==> src/cau_pkg.sv <==
package cau_pkg;

  localparam int QUO_W = 33;
  localparam int REM_W = 64;

  typedef enum logic [2:0] {
    OP_ADD = 3'd0,
    OP_SUB = 3'd1,
    OP_MUL = 3'd2,
    OP_DIV = 3'd3,
    OP_CMP = 3'd4
  } op_t;

  typedef struct packed {
    logic [31:0] res_real;
    logic [31:0] res_imag;
    logic        equal;
    logic        div_zero;
    logic        overflow;
  } result_t;

  // one divide lane: sign, early overflow, partial remainder, dividend bits, quotient
  typedef struct packed {
    logic             neg;
    logic             big;
    logic [REM_W-1:0] rem;
    logic [QUO_W-1:0] low;
    logic [QUO_W-1:0] quo;
  } lane_t;

  typedef struct packed {
    logic             is_div;
    lane_t            re;
    lane_t            im;
    logic [REM_W-1:0] den;
    result_t          res;
  } cell_t;

  // saturate a magnitude with sign to 32-bit two's complement, msb is overflow
  function automatic logic [32:0] sat_mag(input logic neg, input logic [64:0] m);
    logic [32:0] r;
    if (neg) begin
      if (m > 65'h0_8000_0000) r = {1'b1, 32'h8000_0000};
      else r = {1'b0, (~m[31:0]) + 32'd1};
    end else begin
      if (m > 65'h0_7FFF_FFFF) r = {1'b1, 32'h7FFF_FFFF};
      else r = {1'b0, m[31:0]};
    end
    return r;
  endfunction

endpackage

==> src/cau_div_cell.sv <==
module cau_div_cell (
  input  logic            clk,
  input  logic            rst,
  input  logic            en,
  input  logic            in_valid,
  input  cau_pkg::cell_t  din,
  output logic            out_valid,
  output cau_pkg::cell_t  dout
);

  // one restoring step: bring down a dividend bit, subtract if it fits
  function automatic cau_pkg::lane_t step(input cau_pkg::lane_t l,
                                          input logic [cau_pkg::REM_W-1:0] den);
    cau_pkg::lane_t o;
    logic [64:0] t;
    logic [64:0] d;
    o = l;
    t = {l.rem, l.low[32]};
    d = {1'b0, den};
    if (t >= d) begin
      o.rem = 64'(t - d);
      o.quo = {l.quo[31:0], 1'b1};
    end else begin
      o.rem = t[63:0];
      o.quo = {l.quo[31:0], 1'b0};
    end
    o.low = {l.low[31:0], 1'b0};
    return o;
  endfunction

  cau_pkg::cell_t nxt;

  always_comb begin
    nxt = din;
    nxt.re = step(din.re, din.den);
    nxt.im = step(din.im, din.den);
  end

  always_ff @(posedge clk) begin
    if (rst) begin
      out_valid <= 1'b0;
    end else if (en) begin
      out_valid <= in_valid;
    end
  end

  always_ff @(posedge clk) begin
    if (en) begin
      dout <= nxt;
    end
  end

endmodule

==> config.mk <==
export PLATFORM = sky130hd
export DESIGN_NAME = cau_div_cell
export DESIGN_NICKNAME = d
export VERILOG_FILES = /design/src/cau_pkg.sv /design/src/cau_div_cell.sv
export SDC_FILE = /design/constraint.sdc
export NUM_CORES = 1
export LEC_CHECK = 0
export ABC_AREA = 0
export BUFFER_PORTS_ARGS = -buffer_cell sky130_fd_sc_hd__clkbuf_2
export CORE_AREA = 2 2 315 317
export DETAILED_ROUTE_END_ITERATION = 12
export DIE_AREA = 0 0 317 319
export GPL_TIMING_DRIVEN = 0
export PLACE_DENSITY = 0.38
export SYNTH_ARGS = -nofsm -noshare
export SYNTH_HDL_FRONTEND = slang
export SYNTH_SLANG_ARGS = --single-unit
==> constraint.sdc <==
create_clock -name clk -period 4.9 [get_ports clk]
set_input_delay 0.49 -clock clk [delete_from_list [all_inputs] [get_ports clk]]
set_output_delay 0.49 -clock clk [all_outputs]
set_load 0.1 [all_outputs]
### Word level (Yosys, flattened, before mapping)

Cells that the tools add are included.

* flip-flop bits (word level): 395
* input port bits: 400

* $add $sub $neg: 2
* mux-type cells: 4
* order comparisons: 2

Operator list (count)
* $ge A65 B64 Y1: 2
* $mux W64: 2
* $sub A64 B64 Y64: 2
* $mux W1: 2

### Depth between registers and ports, before layout

* depth after elaboration: 2
* mapped depth: 16

### Least setup slack after synthesis

OpenSTA, ideal clock, no wires.

* kind: input to register
* from: in din[84] (netlist name)
* to: reg dout[201] (netlist name) (data pin)
* path buffers: 1
* stages: 13
* slack: 1.390 ns
* required time: 4.640 ns
* arrival: 3.250 ns
* library setup time: 0.260 ns
* cell sequence: inv_1 -> ha_1 -> and3_1 -> nand2_1 -> or4_1 -> o41ai_2 -> o211ai_1 -> a21oi_1 -> o21ai_1 -> o21a_2 -> inv_2 -> buf_4 -> mux2_2

RTL lines
* from (decl): line cau_div_cell.sv:6 `input cau_pkg::cell_t din,`
* to (signal assigned): line cau_div_cell.sv:49 `dout <= nxt;`
* to (decl): line cau_div_cell.sv:8 `output cau_pkg::cell_t dout`

==> run summary <==
Die ar.: 0.1011 mm^2
# setup viols final: 0
Die height: 319 um
Dpl hpwl: 81,640 um
Routed Antenna Nets: 0
WP data arrival: 5160 ps
Worst Slack Setup Final: 100.5 ps
Sinks on Clock Net: 395
Layout filler cell count: 10,329
Slew Viols, Final: 0
Clk buf depth: 3
CTS root buf: clkbuf_16
Total wire length: 98,570 um
RSZ-0062 raised after global routing: false
Die extent in x: 317 um
CORE AREA: 0.09770 mm^2
Number of synthesized flops with an enable pin: 394
Leak: 0.01263 uW
FF-to-FF End: out_valid$_SDFFE_PP0P_
Netlist cell types: 73
Global placer's final weighted congestion: 0.8679
Fraction of layout cells with a size suffix above 1: 0.3347
CP startpoint: din[102]
Synthesized flop and latch total: 395
Mapped Avg Cell Area: 11.37 um^2
Worst-case vdd ir drop: 0.2383 mV
Nets@finish: 3,262
Worst Setup Start Kind: input port
Largest net degree at the start of global routing: 120
DRC: 0
Dpl ws: -1445 ps
Final cycle utilization of the critical path: 0.9795
Total grt overflow: 0
H-tree depth: 2
Ys flop type: edfxtp_1
Area contributors post-synth: edfxtp_1, ha_1, a21oi_1, a21o_1, nor2_1
Detailed Routing Iterations Pass 1: 5
Vias per cell: 4.486
Asr flop ratio synth: 0
Slew HR: 0.2384
Synth warn: 0
Vias in the first global route: 18,311
Area share of the largest cell type after synthesis: 0.5663
Initial core utilization: 0.2138
CP required: 5260 ps
MaxCap Viol Count: 0
First-pass GRT wire length: 135,300 um
FF-to-FF Start: out_valid$_SDFFE_PP0P_
Critical path capture point: dout[224]$_DFFE_PP_
PD cells: 448.9 mW/mm^2
CTS buffer count: 50
Fmax: 208.4 MHz
Non-filler instance count after layout: 4,066
Clk_skew: 0 ps
GRT Total Usage: 0.1865
Worst skew pair latency: 620 ps
Final hold violations: 0
Crit Path Category: input port to register
Area growth syn-to-layout: 37.74%
Worst-Margin Slew: 1137 ps
Area leader, netlist: edfxtp_1
Via Count: 18,242
R2R cell count: 2
Crit-path max FO: 10
1st-iter DRT viols: 1,159
Placed Cells: 3,921
WL/cell: 24.24 um
Min Hold Slack: 57.51 ps
CTS tree: done
Sequential fraction of the synthesis area: 0.5673
HP Class: input port to register
Num rows: 115
Final standard cell utilization of the core: 0.2945
Synth Instances: 1,838
R2R setup slack: 4330 ps
# IOs: 797
Cell Area, Synth: 0.02089 mm^2
Crit end category: register
Status: finished clean
Initial antenna violation count: 24
Reg clk slew, reported paths: 60 ps
Tmin final: 4799 ps
Port buffer count: 792
-- cells by family after synthesis --
kind of cell             synth area share
AO/OA/AOI/OAI                      0.1636
XOR/XNOR                          0.04821
adder cells (fa/ha/maj)           0.07858
buffers and inverters             0.03414
flip-flops                         0.5673
multiplexers                     0.006708
other                           0.0001795
AND/OR/NAND/NOR                    0.1013
-- routing by layer --
| layer | vias to the layer above | track usage | part of all wire | wire (um) |
|---|---|---|---|---|
| li1 | 8656 | - | - | - |
| met1 | 8798 | 0.2039 | 0.38 | 37370 |
| met2 | 630 | 0.3456 | 0.52 | 50960 |
| met3 | 124 | 0.05840 | 0.078 | 7658 |
| met4 | 34 | 0.04434 | 0.024 | 2368 |
| met5 | - | 0 | 0.0022 | 213 |
-- sequential cells by signal (all words and copies together) (netlist names) --
register and count:
dout 394, out_valid 1
-- worst min path at each step --
stage / from / endpoint / slack, ps / cells after the start
2_1_floorplan: rst / out_valid$_SDFFE_PP0P_ / 560 / 1
5_1_grt: din[59] / dout[59]$_DFFE_PP_ / 8 / 1
4_1_cts: din[161] / dout[162]$_DFFE_PP_ / 0.1 / 1
3_3_place_gp: out_valid$_SDFFE_PP0P_ / out_valid$_SDFFE_PP0P_ / 480 / 2
6_report: din[282] / dout[283]$_DFFE_PP_ / 60 / 1
3_5_place_dp: out_valid$_SDFFE_PP0P_ / out_valid$_SDFFE_PP0P_ / 490 / 2
-- layout make-up --
cell class | instances | area (um^2) | share of cell area
Tap cell | 1287 | 1610 | 0.05596
Antenna cell | 6 | 15.01 | 0.0005218
Sequential cell | 395 | 11850 | 0.4118
Multi-Input combinational cell | 1276 | 8368 | 0.2908
Clock inverter | 33 | 409.1 | 0.01422
Inverter | 90 | 340.3 | 0.01183
Timing Repair Buffer | 841 | 4511 | 0.1567
Clock buffer | 60 | 1289 | 0.04478
Buffer | 78 | 382.9 | 0.01330
-- stage by stage --
stage	power [uW]	setup TNS, ps	area [um^2]
floorplan	7921	0	20900
global placement	9145	-1548050	26470
detailed placement	9088	-87340	26560
CTS	13110	0	28750
global route	13450	0	28760
finish	12920	0	28780
-- layout by cell type (no fill, tap or decap), drive strengths merged, types with 11 or more instances in the layout --
master / n
and2: 12
nand2: 128
o21a: 15
clkbuf: 906
o21bai: 18
a21boi: 13
xor2: 56
dlygate4sd3: 44
a21o: 83
nor2b: 11
inv: 92
a31oi: 21
a21oi: 238
and3: 17
xnor2: 59
nand4: 33
edfxtp: 394
nor2: 160
buf: 29
clkinv: 20
nor3: 15
ha: 128
nand3: 22
nand2b: 16
o21ai: 107
-- power by group --
group          switching, uW  leakage (uW)  internal [uW]
Clock                   1570      0.000821           2310
Combinational           3860       0.00794            889
Sequential               122       0.00387           4160
-- critical path: stages --
cell,delay [ps]
dlygate4sd3_1,520
clkbuf_2,110
inv_1,80
ha_1,280
clkbuf_1,290
nand4_1,280
nor4_1,590
o211ai_1,460
a21oi_2,370
o21ai_1,200
o21a_2,350
inv_4,300
buf_6,330
buf_2,310
a21oi_1,120
-- cell usage after synthesis, types with 14 or more instances --
library cell and n:
xor2_1 56, ha_1 128, clkbuf_1 54, o21bai_1 18, edfxtp_1 394, o21a_1 14
nor3_1 14, nand3_1 22, a21oi_1 237, xnor2_1 59, nand2b_1 16, nand2_1 128
inv_1 88, nand4_1 33, a31oi_1 21, a21o_1 83, and3_1 17, nor2_1 160
o21ai_0 102
-- what timing repair did --
item	CTS	global route
gates resized for setup	10	1
pin swaps	2	1
hold buffers	44	0
endpoints found under the setup margin	64	14
hold endpoints to repair	44	0
buffers inserted	1	1
No activity file was read; power rests on OpenSTA's default activity.
